<file path="config.mk">
export PLATFORM = sky130hd
export DESIGN_NAME = radar_report_frame_parser
export DESIGN_NICKNAME = d
export VERILOG_FILES = /design/src/rtl/core/rrfp_pkg.sv /design/src/rtl/core/rrfp_tracker.sv /design/src/rtl/core/rrfp_capture.sv /design/src/rtl/core/rrfp_out_reg.sv /design/src/rtl/core/radar_report_frame_parser.sv
export SDC_FILE = /design/constraint.sdc
export NUM_CORES = 1
export LEC_CHECK = 0
export BUFFER_PORTS_ARGS = -buffer_cell sky130_fd_sc_hd__buf_2
export CAP_MARGIN = 10
export CORE_ASPECT_RATIO = 0.7
export CORE_UTILIZATION = 30
export CTS_CLUSTER_DIAMETER = 120
export CTS_CLUSTER_SIZE = 28
export DETAILED_ROUTE_END_ITERATION = 8
export GPL_ROUTABILITY_DRIVEN = 0
export MAX_ROUTING_LAYER = met4
export PLACE_DENSITY_LB_ADDON = 0.15
export SYNTH_ARGS = -nofsm -noshare
export SYNTH_HDL_FRONTEND = slang
export SYNTH_HIERARCHICAL = 1
export SYNTH_SLANG_ARGS = --single-unit
</file>
<file path="constraint.sdc">
create_clock -name clk -period 4.56 [get_ports clk]
set_clock_uncertainty 0.05 [all_clocks]
set_input_delay 0.456 -clock clk [delete_from_list [all_inputs] [get_ports clk]]
set_output_delay 0.456 -clock clk [all_outputs]
set_load 0.05 [all_outputs]
</file>
<file path="src/rtl/core/rrfp_pkg.sv">
// ----------------------------------------------------------------------------
// rrfp_pkg: shared types and constants of the report frame parser
// Frame layout, header and footer patterns, and the control bundle that
// passes from the position tracker to capture and result logic.
// ----------------------------------------------------------------------------
package rrfp_pkg;

	typedef logic [7:0] byte_t;
	typedef logic [4:0] pos_t;
	typedef logic [2:0] cap_idx_t;

	localparam int FRAME_LEN     = 21;
	localparam int HEADER_LEN    = 4;
	localparam int PAYLOAD_FIRST = 8;
	localparam int PAYLOAD_LEN   = 7;
	localparam int FOOTER_FIRST  = 17;

	localparam pos_t POS_LAST    = pos_t'(FRAME_LEN - 1);
	localparam pos_t POS_PAY_LO  = pos_t'(PAYLOAD_FIRST);
	localparam pos_t POS_PAY_HI  = pos_t'(PAYLOAD_FIRST + PAYLOAD_LEN - 1);
	localparam pos_t POS_FOOT_LO = pos_t'(FOOTER_FIRST);
	localparam pos_t POS_HDR_HI  = pos_t'(HEADER_LEN - 1);

	localparam byte_t HEADER_BYTES [HEADER_LEN] = '{8'hF4, 8'hF3, 8'hF2, 8'hF1};
	localparam byte_t FOOTER_BYTES [HEADER_LEN] = '{8'hF8, 8'hF7, 8'hF6, 8'hF5};

	// frame_status codes
	localparam logic STATUS_OK  = 1'b0;
	localparam logic STATUS_ERR = 1'b1;

	typedef byte_t payload_t [PAYLOAD_LEN];

	typedef struct packed {
		logic     done;     // good footer on last byte
		logic     error;    // footer byte mismatch
		logic     cap_we;
		cap_idx_t cap_idx;
	} evt_t;

endpackage

</file>
<file path="src/rtl/core/rrfp_tracker.sv">
// ----------------------------------------------------------------------------
// rrfp_tracker: frame position tracker
// Holds the byte position, checks header and footer bytes and flags the
// payload capture slot, frame completion and footer errors for each processed item.
// ----------------------------------------------------------------------------
module rrfp_tracker (
	input  logic           clk,
	input  logic           arst_n,
	input  logic           fire,
	input  rrfp_pkg::byte_t rx_byte_s1,
	output rrfp_pkg::evt_t evt
);
	import rrfp_pkg::*;

	pos_t pos_q;
	pos_t pos_eff;
	pos_t pos_next;
	pos_t foot_off;
	pos_t cap_off;
	logic hdr_zone;
	logic foot_zone;
	logic hdr_match;
	logic foot_match;

	always_comb begin
		pos_eff   = (pos_q > POS_LAST) ? '0 : pos_q;
		hdr_zone  = (pos_eff <= POS_HDR_HI);
		foot_zone = (pos_eff >= POS_FOOT_LO);
		foot_off  = pos_eff - POS_FOOT_LO;
		cap_off   = pos_eff - POS_PAY_LO;
		hdr_match  = (rx_byte_s1 == HEADER_BYTES[pos_eff[1:0]]);
		foot_match = (rx_byte_s1 == FOOTER_BYTES[foot_off[1:0]]);

		evt.done    = foot_zone && foot_match && (pos_eff == POS_LAST);
		evt.error   = foot_zone && !foot_match;
		evt.cap_we  = (pos_eff >= POS_PAY_LO) && (pos_eff <= POS_PAY_HI);
		evt.cap_idx = cap_off[2:0];

		if (hdr_zone && !hdr_match) begin
			pos_next = '0;   // mismatching byte is dropped, not retried
		end else if (evt.error || evt.done) begin
			pos_next = '0;
		end else begin
			pos_next = pos_eff + 5'd1;
		end
	end

	always_ff @(posedge clk or negedge arst_n) begin
		if (!arst_n) begin
			pos_q <= '0;
		end else if (fire) begin
			pos_q <= pos_next;
		end
	end

	a_pos_range: assert property (@(posedge clk) disable iff (!arst_n)
		pos_q <= POS_LAST)
		else $error("frame position out of range");

	a_done_at_last: assert property (@(posedge clk) disable iff (!arst_n)
		fire && (evt.done || evt.error) |=> pos_q == '0)
		else $error("position not back to hunting after frame end");

endmodule

</file>
<file path="src/rtl/core/rrfp_capture.sv">
// ----------------------------------------------------------------------------
// rrfp_capture: payload byte capture
// Seven byte registers that take frame bytes 8 to 14 as they pass.
// ----------------------------------------------------------------------------
module rrfp_capture (
	input  logic              clk,
	input  logic              fire,
	input  rrfp_pkg::evt_t    evt,
	input  rrfp_pkg::byte_t   rx_byte_s1,
	output rrfp_pkg::payload_t payload
);
	import rrfp_pkg::*;

	byte_t pay_q [PAYLOAD_LEN];

	always_ff @(posedge clk) begin
		for (int i = 0; i < PAYLOAD_LEN; i++) begin
			if (fire && evt.cap_we && (evt.cap_idx == cap_idx_t'(i))) begin
				pay_q[i] <= rx_byte_s1;
			end
		end
	end

	assign payload = pay_q;

endmodule

</file>
<file path="src/rtl/core/rrfp_out_reg.sv">
// ----------------------------------------------------------------------------
// rrfp_out_reg: result register
// Builds the result fields on frame end and holds them until taken.
// ----------------------------------------------------------------------------
module rrfp_out_reg (
	input  logic               clk,
	input  logic               arst_n,
	input  logic               fire,
	input  rrfp_pkg::evt_t     evt,
	input  rrfp_pkg::payload_t payload,
	output logic               space,
	output logic               out_valid,
	input  logic               out_ready,
	output logic               frame_status,
	output logic [7:0]         target_state,
	output logic [15:0]        moving_distance,
	output logic [7:0]         moving_energy,
	output logic [15:0]        static_distance,
	output logic [7:0]         static_energy
);
	import rrfp_pkg::*;

	logic load;

	assign space = !out_valid || out_ready;
	assign load  = fire && (evt.done || evt.error);

	always_ff @(posedge clk or negedge arst_n) begin
		if (!arst_n) begin
			out_valid <= 1'b0;
		end else if (space) begin
			out_valid <= load;
		end
	end

	always_ff @(posedge clk) begin
		if (load && space) begin
			if (evt.error) begin
				frame_status    <= STATUS_ERR;
				target_state    <= '0;
				moving_distance <= '0;
				moving_energy   <= '0;
				static_distance <= '0;
				static_energy   <= '0;
			end else begin
				frame_status    <= STATUS_OK;
				target_state    <= payload[0];
				moving_distance <= {payload[2], payload[1]};
				moving_energy   <= payload[3];
				static_distance <= {payload[5], payload[4]};
				static_energy   <= payload[6];
			end
		end
	end

	a_err_zero: assert property (@(posedge clk) disable iff (!arst_n)
		out_valid && frame_status == STATUS_ERR |->
			target_state == '0 && moving_distance == '0 && static_distance == '0)
		else $error("error result carries data");

	a_load_space: assert property (@(posedge clk) disable iff (!arst_n)
		load |-> space)
		else $error("result loaded while register full");

endmodule

</file>
<file path="src/rtl/core/radar_report_frame_parser.sv">
// A byte that ends a frame passes the input register, then its result is loaded into the result register.
// Throughput: one byte per cycle while the result register has room; input and result registers part the sides.
// A byte leaves the input register only when the result register has room.
// Reset (arst_n low): hunting for the header, no item held in either register.
// Payload registers are not reset; every one is written before a good result.
// ----------------------------------------------------------------------------
// radar_report_frame_parser: 21-byte report frame parser
// Syncs on header F4 F3 F2 F1, captures bytes 8 to 14, checks footer
// F8 F7 F6 F5 and gives one result per finished frame or footer mismatch.
// ----------------------------------------------------------------------------
module radar_report_frame_parser (
	input  logic        clk,
	input  logic        arst_n,
	input  logic        in_valid,
	output logic        in_ready,
	input  logic [7:0]  rx_byte,
	output logic        out_valid,
	input  logic        out_ready,
	output logic        frame_status,
	output logic [7:0]  target_state,
	output logic [15:0] moving_distance,
	output logic [7:0]  moving_energy,
	output logic [15:0] static_distance,
	output logic [7:0]  static_energy
);
	import rrfp_pkg::*;

	logic     valid_s1;
	byte_t    byte_s1;
	logic     space;
	logic     fire;
	evt_t     evt;
	payload_t payload;

	assign fire     = valid_s1 && space;
	assign in_ready = !valid_s1 || space;

	always_ff @(posedge clk or negedge arst_n) begin
		if (!arst_n) begin
			valid_s1 <= 1'b0;
		end else if (in_ready) begin
			valid_s1 <= in_valid;
		end
	end

	always_ff @(posedge clk) begin
		if (in_valid && in_ready) begin
			byte_s1 <= rx_byte;
		end
	end

	rrfp_tracker u_tracker (
		.clk        (clk),
		.arst_n     (arst_n),
		.fire       (fire),
		.rx_byte_s1 (byte_s1),
		.evt        (evt)
	);

	rrfp_capture u_capture (
		.clk        (clk),
		.fire       (fire),
		.evt        (evt),
		.rx_byte_s1 (byte_s1),
		.payload    (payload)
	);

	rrfp_out_reg u_out (
		.clk             (clk),
		.arst_n          (arst_n),
		.fire            (fire),
		.evt             (evt),
		.payload         (payload),
		.space           (space),
		.out_valid       (out_valid),
		.out_ready       (out_ready),
		.frame_status    (frame_status),
		.target_state    (target_state),
		.moving_distance (moving_distance),
		.moving_energy   (moving_energy),
		.static_distance (static_distance),
		.static_energy   (static_energy)
	);

	a_fire_valid: assert property (@(posedge clk) disable iff (!arst_n)
		fire |-> valid_s1 && (!out_valid || out_ready))
		else $error("item processed without room for result");

endmodule
</file>
Word-level counts from Yosys, hierarchy flattened:

Cells that the tools add are included.

* bits in registers: 128
* input bits: 12
* output and inout bits: 59
* word-level logic and storage cells: 73

* $add $sub $neg: 3
* magnitude comparators: 7
* equal/unequal tests: 9
* mux-type cells: 10
* bitwise operators: 2
* reduce and logical (&&, ||, !) cells: 25

Operators with widths (count)
* 8-bit binary-select mux with 2-bit select: 2
* 8-bit 2-to-1 mux: 4
* 1-bit logical AND: 17
* 8-bit equality test: 2
* 5-bit 2-to-1 mux: 3
* 3-bit equality test, second input constant: 3
* 3-bit by 2-bit equality test with 1-bit output, second input constant: 2
* 3-bit >= comparator, second input constant: 2
* 2-bit NOT with 3-bit output: 2
* 5-bit by 1-bit adder with 5-bit output, second input constant: 1
* 5-bit equality test, second input constant: 1
* 5-bit by 4-bit >= comparator with 1-bit output, second input constant: 1
* 5-bit >= comparator, second input constant: 1
* 5-bit > comparator, second input constant: 1
* 5-bit by 2-bit <= comparator with 1-bit output, second input constant: 1
* 5-bit by 4-bit <= comparator with 1-bit output, second input constant: 1
* 1-bit zero test: 4
* 3-bit by 1-bit equality test with 1-bit output, second input constant: 1
* 3-bit zero test: 1
* 1-bit logical OR: 3
* 3-bit by 1-bit subtractor with 3-bit output, second input constant: 1
* 2-bit by 1-bit subtractor with 2-bit output, second input constant: 1
* 1-bit 2-to-1 mux: 1

Longest topological paths before layout:

* word-level depth: 13
* depth in mapped cells: 12

Cells and area by module:

Netlist, hierarchy kept.

By module, submodules not included
* rrfp_out_reg: instances 1, cells an instance 124, area an instance 2159.6 um^2, seq. area each 1736.7 um^2
* rrfp_capture: instances 1, cells an instance 68, area an instance 1766.7 um^2, seq. area each 1681.6 um^2
* rrfp_tracker: instances 1, cells an instance 63, area an instance 568.0 um^2, seq. area each 125.1 um^2
* radar_report_frame_parser: instances 1, cells an instance 13, area an instance 300.3 um^2, seq. area each 265.3 um^2

Least setup slack after synthesis:

No wires, ideal clock.

* path type: reg2reg
* start: reg u_tracker.pos_q[3]
* end: reg u_out.frame_status, enable pin
* library setup time: 0.478 ns
* arrival time: 4.476 ns
* required time: 4.032 ns
* setup slack: -0.444 ns
* stages on the path, launching flop included: 12
* path buffers: 1
* clock period less this slack: 5.004 ns
* path through: dfrtp_1 buf_6 o21ai_4 nand2_1 inv_1 ha_1 xor2_1 nand2_1 a2111oi_4 and4b_1 o21ai_1 nor2b_1

RTL lines
* start: declaration: RTL line rrfp_tracker.sv:15 `pos_t pos_q;`
* start signal: assignment: RTL line rrfp_tracker.sv:52 `pos_q <= pos_next;`
* end signal: assignment: RTL line rrfp_out_reg.sv:39 `frame_status <= STATUS_ERR;`
* end signal: assignment: RTL line rrfp_out_reg.sv:46 `frame_status <= STATUS_OK;`
* end: declaration: RTL line rrfp_out_reg.sv:14 `output logic frame_status,`

==> Flow_metrics.wiki <==
{| class="wikitable"
! Metric !! Value
|-
| Clock-pin slew reported for the worst setup and hold paths after clock tree synthesis || 60 ps
|-
| Wire length of the first global-routing pass || 14.2 mm
|-
| Die extent in x || 153 um
|-
| Number of nets with antenna violations after detailed routing || 0
|-
| Final-report hold violation count || 0
|-
| Kind of end point of the critical path || flop
|-
| Final Worst Setup Slack || 1260 ps
|-
| Final Max Tran Viols || 0
|-
| Total non-filler cell area in the finished layout || 5890 um2
|-
| Top delay family on crit path || buffers and inverters
|-
| Detailed-route via count || 2416
|-
| Antenna diode count || 0
|-
| Cell types occupying the most area after synthesis || sky130_fd_sc_hd__edfxtp_1, sky130_fd_sc_hd__nor2b_1, sky130_fd_sc_hd__dfrtp_1, sky130_fd_sc_hd__ha_1, sky130_fd_sc_hd__buf_6
|-
| Setup violations, final || 0
|-
| Proportion of total power due to net switching || 0.213
|-
| Antenna violations before repair || 0
|-
| Shortest period the worst path allows || 3300 ps
|-
| Critical path data arrival time || 3310 ps
|-
| Pint || 2.00 mW
|-
| Number of nets produced by synthesis || 284
|-
| Part of the cycle the worst path needs || 0.724
|-
| Routed wire length || 9.34 mm
|-
| Fill cells || 1462
|-
| Worst path max stage delay || 490 ps
|-
| WL/cell || 16.5 um
|-
| Power density normalized to cell area || 430 nW/um2
|-
| Buffers from clock root to sink, at most || 2
|-
| Data required time of the worst path || 4570 ps
|-
| Async S/R FF share, synth || 0.0547
|-
| Fraction of final layout cells with drive strength greater than 1 || 0.311
|-
| Seq cells post-synth || 128
|-
| Die boundary height || 108 um
|-
| Worst Hold Slack || 172 ps
|-
| Portion of synthesized cell area occupied by the leading cell type || 0.758
|-
| Area of the mapped netlist || 4790 um2
|-
| Post-CTS Setup Inserts || 0
|-
| Sequential share of power || 0.514
|-
| Layout area overhead || 22.9%
|-
| Starting density of the core || 0.308
|-
| Final Net Count || 369
|-
| Slew of the pin with the lowest slew margin || 862 ps
|-
| Post-synthesis cell count || 268
|-
| Number of enable-type register cells in the synthesized netlist || 121
|-
| Setup repair after global routing missed its margin || false
|-
| Post-route setup TNS || 0 ps
|-
| Post-detailed-route DRC marker count || 0
|-
| Combinational cell fraction of total power || 0.015
|-
| Cell Area, Placed || 5360 um2
|-
| Yosys warnings || 6
|-
| Largest area contributor in the synthesized netlist || sky130_fd_sc_hd__edfxtp_1
|-
| IO Pins || 71
|-
| Placed instance count || 533
|-
| Power share of the clock group || 0.470
|-
| Number of cells in the finished layout apart from fillers || 566
|-
| Placeable core area || 15500 um2
|-
| Via count of the first global-routing pass || 2417
|-
| Critical Path Fanout Max || 58
|-
| Number of buffers and inverters on the critical path || 3
|-
| Number of distinct library cells after synthesis || 43
|-
| Number of max-capacitance violations reported || 0
|-
| Number of CTS-inserted buffers || 17
|-
| Clock latency at the later pin of the worst-skew pair || 410 ps
|-
| Relative slew slack || 0.423
|-
| Detailed-routing iteration count for the pre-antenna-repair pass || 4
|-
| Aggregate global-route resource usage || 0.124
|-
| Result of the run || finished clean
|-
| Port Buffers || 70
|-
| Net Switching || 539 uW
|-
| Static power due to leakage || 2.13 nW
|-
| Worst vdd rail ir drop || 0.259 mV
|-
| Sum of overflow across all layers after global routing || 0
|-
| Row count || 38
|-
| Clock Sinks || 128
|-
| Total design power || 2.53 mW
|-
| Critical Setup Path Class || reg -> reg
|-
| Total Die Area || 16500 um2
|-
| Final core utilization || 0.379
|-
| Maximum level of the CTS H-tree || 4
|-
| Worst Hold Class || in -> reg
|-
| Number of vias per cell after detailed routing || 4.27
|-
| Seq/Total Area, Yosys || 0.794
|-
| Average footprint of a synthesized cell || 17.9 um2
|-
| Pin count of the biggest net entering global routing || 59
|-
| Root cell of the clock tree || sky130_fd_sc_hd__clkbuf_16
|-
| Type of origin of the critical path || flop
|-
| Clock tree from TritonCTS || yes
|-
| Post-detail-place hpwl || 5.88 mm
|-
| Max Freq || 0.303 GHz
|-
| CP cell instances || o21ai_4 -> nand2_1 -> inv_1 -> ha_1 -> xor2_1 -> nand2_1 -> a2111oi_4 -> nor2_4 -> buf_4 -> o21ai_1 -> nor2b_4 -> buf_4
|-
| Critical-path cell with the highest stage delay || sky130_fd_sc_hd__buf_4
|-
| Main flop type after synthesis || sky130_fd_sc_hd__edfxtp_1
|-
| Worst-case setup slack after placement || 1230 ps
|-
| First-iteration detailed-routing DRC count || 177
|}
## worst paths after layout
path / startpoint / end / slack [ps] / cells after the start
setup / recovery: u_tracker/pos_q[3] / u_out/moving_distance[13] / 1260 / 12
hold / removal: rx_byte[5] / byte_s1[5] / 170 / 1
setup reg to reg: u_tracker/pos_q[3] / u_out/moving_distance[13] / 1260 / 12
hold reg to reg: u_capture/payload[0] / u_out/static_energy[0] / 470 / 1
max in group asynchronous: arst_n / u_tracker/pos_q[0] / 3920 / 2
min in group asynchronous: arst_n / valid_s1 / 370 / 2
## timing repair
item	CTS	global route
hold buffers	1	0
gates resized for setup	0	0
hold endpoints to repair	7	0
## cell usage in the layout (no fill, tap or decap), types with 4 or more instances in the layout
| master | Yosys | layout |
|---|---|---|
| sky130_fd_sc_hd__buf_2 | 2 | 70 |
| sky130_fd_sc_hd__ha_1 | 4 | 4 |
| sky130_fd_sc_hd__dfrtp_1 | 7 | 7 |
| sky130_fd_sc_hd__nor2_1 | 9 | 8 |
| sky130_fd_sc_hd__clkbuf_16 | 0 | 17 |
| sky130_fd_sc_hd__nand2_1 | 7 | 7 |
| sky130_fd_sc_hd__inv_1 | 7 | 7 |
| sky130_fd_sc_hd__edfxtp_1 | 121 | 121 |
| sky130_fd_sc_hd__nand2b_1 | 6 | 6 |
| sky130_fd_sc_hd__nor2b_1 | 58 | 57 |
| sky130_fd_sc_hd__o22ai_1 | 4 | 4 |
## per-layer routing
metal  track usage  share of wire  vias to the layer above
li1              -              -                     1158
met3        0.0395          0.070                        5
met2         0.163           0.40                       87
met5             -              0                        -
met4        0.0476         0.0055                        0
met1         0.175           0.52                     1166
## synthesized netlist by cell type, types with 2 or more instances
library cell               number
sky130_fd_sc_hd__xnor2_1        2
sky130_fd_sc_hd__nand2_1        7
sky130_fd_sc_hd__o22ai_1        4
sky130_fd_sc_hd__nor2b_1       58
sky130_fd_sc_hd__nor2_1         9
sky130_fd_sc_hd__o21ai_0        2
sky130_fd_sc_hd__dfrtp_1        7
sky130_fd_sc_hd__edfxtp_1     121
sky130_fd_sc_hd__inv_1          7
sky130_fd_sc_hd__ha_1           4
sky130_fd_sc_hd__buf_4          2
sky130_fd_sc_hd__buf_6          4
sky130_fd_sc_hd__xor2_1         3
sky130_fd_sc_hd__nand2b_1       6
sky130_fd_sc_hd__or3_1          2
sky130_fd_sc_hd__buf_2          2
sky130_fd_sc_hd__nor3_2         2
## sequential cells by signal, summed over array words and instances (netlist names)
name and cells:
u_out/moving_distance 16, u_out/out_valid 1, u_out/target_state 8, valid_s1 1, u_tracker/pos_q 5, u_out/static_energy 8
byte_s1 8, u_out/static_distance 16, u_out/frame_status 1, u_out/moving_energy 8, u_capture/payload 56
## worst reg2reg max path, delay by kind of cell (launching register included)
family / cells / cell delay [ps]
XOR/XNOR: 1 / 70
buffers and inverters: 3 / 1060
flip-flops: 1 / 480
AO/OA/AOI/OAI: 3 / 550
adder cells (fa/ha/maj): 1 / 220
AND/OR/NAND/NOR: 4 / 520
## kinds of logic (layout without fill, tap and decap cells)
kind of cell,after synthesis,count (layout),share of synthesized area
AO/OA/AOI/OAI,19,19,0.0391
XOR/XNOR,5,5,0.00914
adder cells (fa/ha/maj),4,4,0.0104
buffers and inverters,15,113,0.0201
flip-flops,128,128,0.794
AND/OR/NAND/NOR,97,97,0.127
## cell type report
type	instances	area, um2	area share
inverter	7	26.3	0.00446
clock inverter	14	92.6	0.0157
clock buffer	18	429	0.0728
sequential	128	3810	0.646
multi-input combinational	125	905	0.153
timing repair buffer	74	383	0.0650
tap	200	250	0.0425
## power by group through the flow
stage | sequential, mW | clock (mW) | combinational [mW]
global placement | 1.33 | 0 | 0.0389
detailed placement | 1.33 | 0 | 0.0385
CTS | 1.30 | 1.22 | 0.0395
global route | 1.31 | 1.27 | 0.0425
finish | 1.30 | 1.19 | 0.0392
floorplan | 1.32 | 0 | 0.0293
No activity file was read; power rests on OpenSTA's default activity.
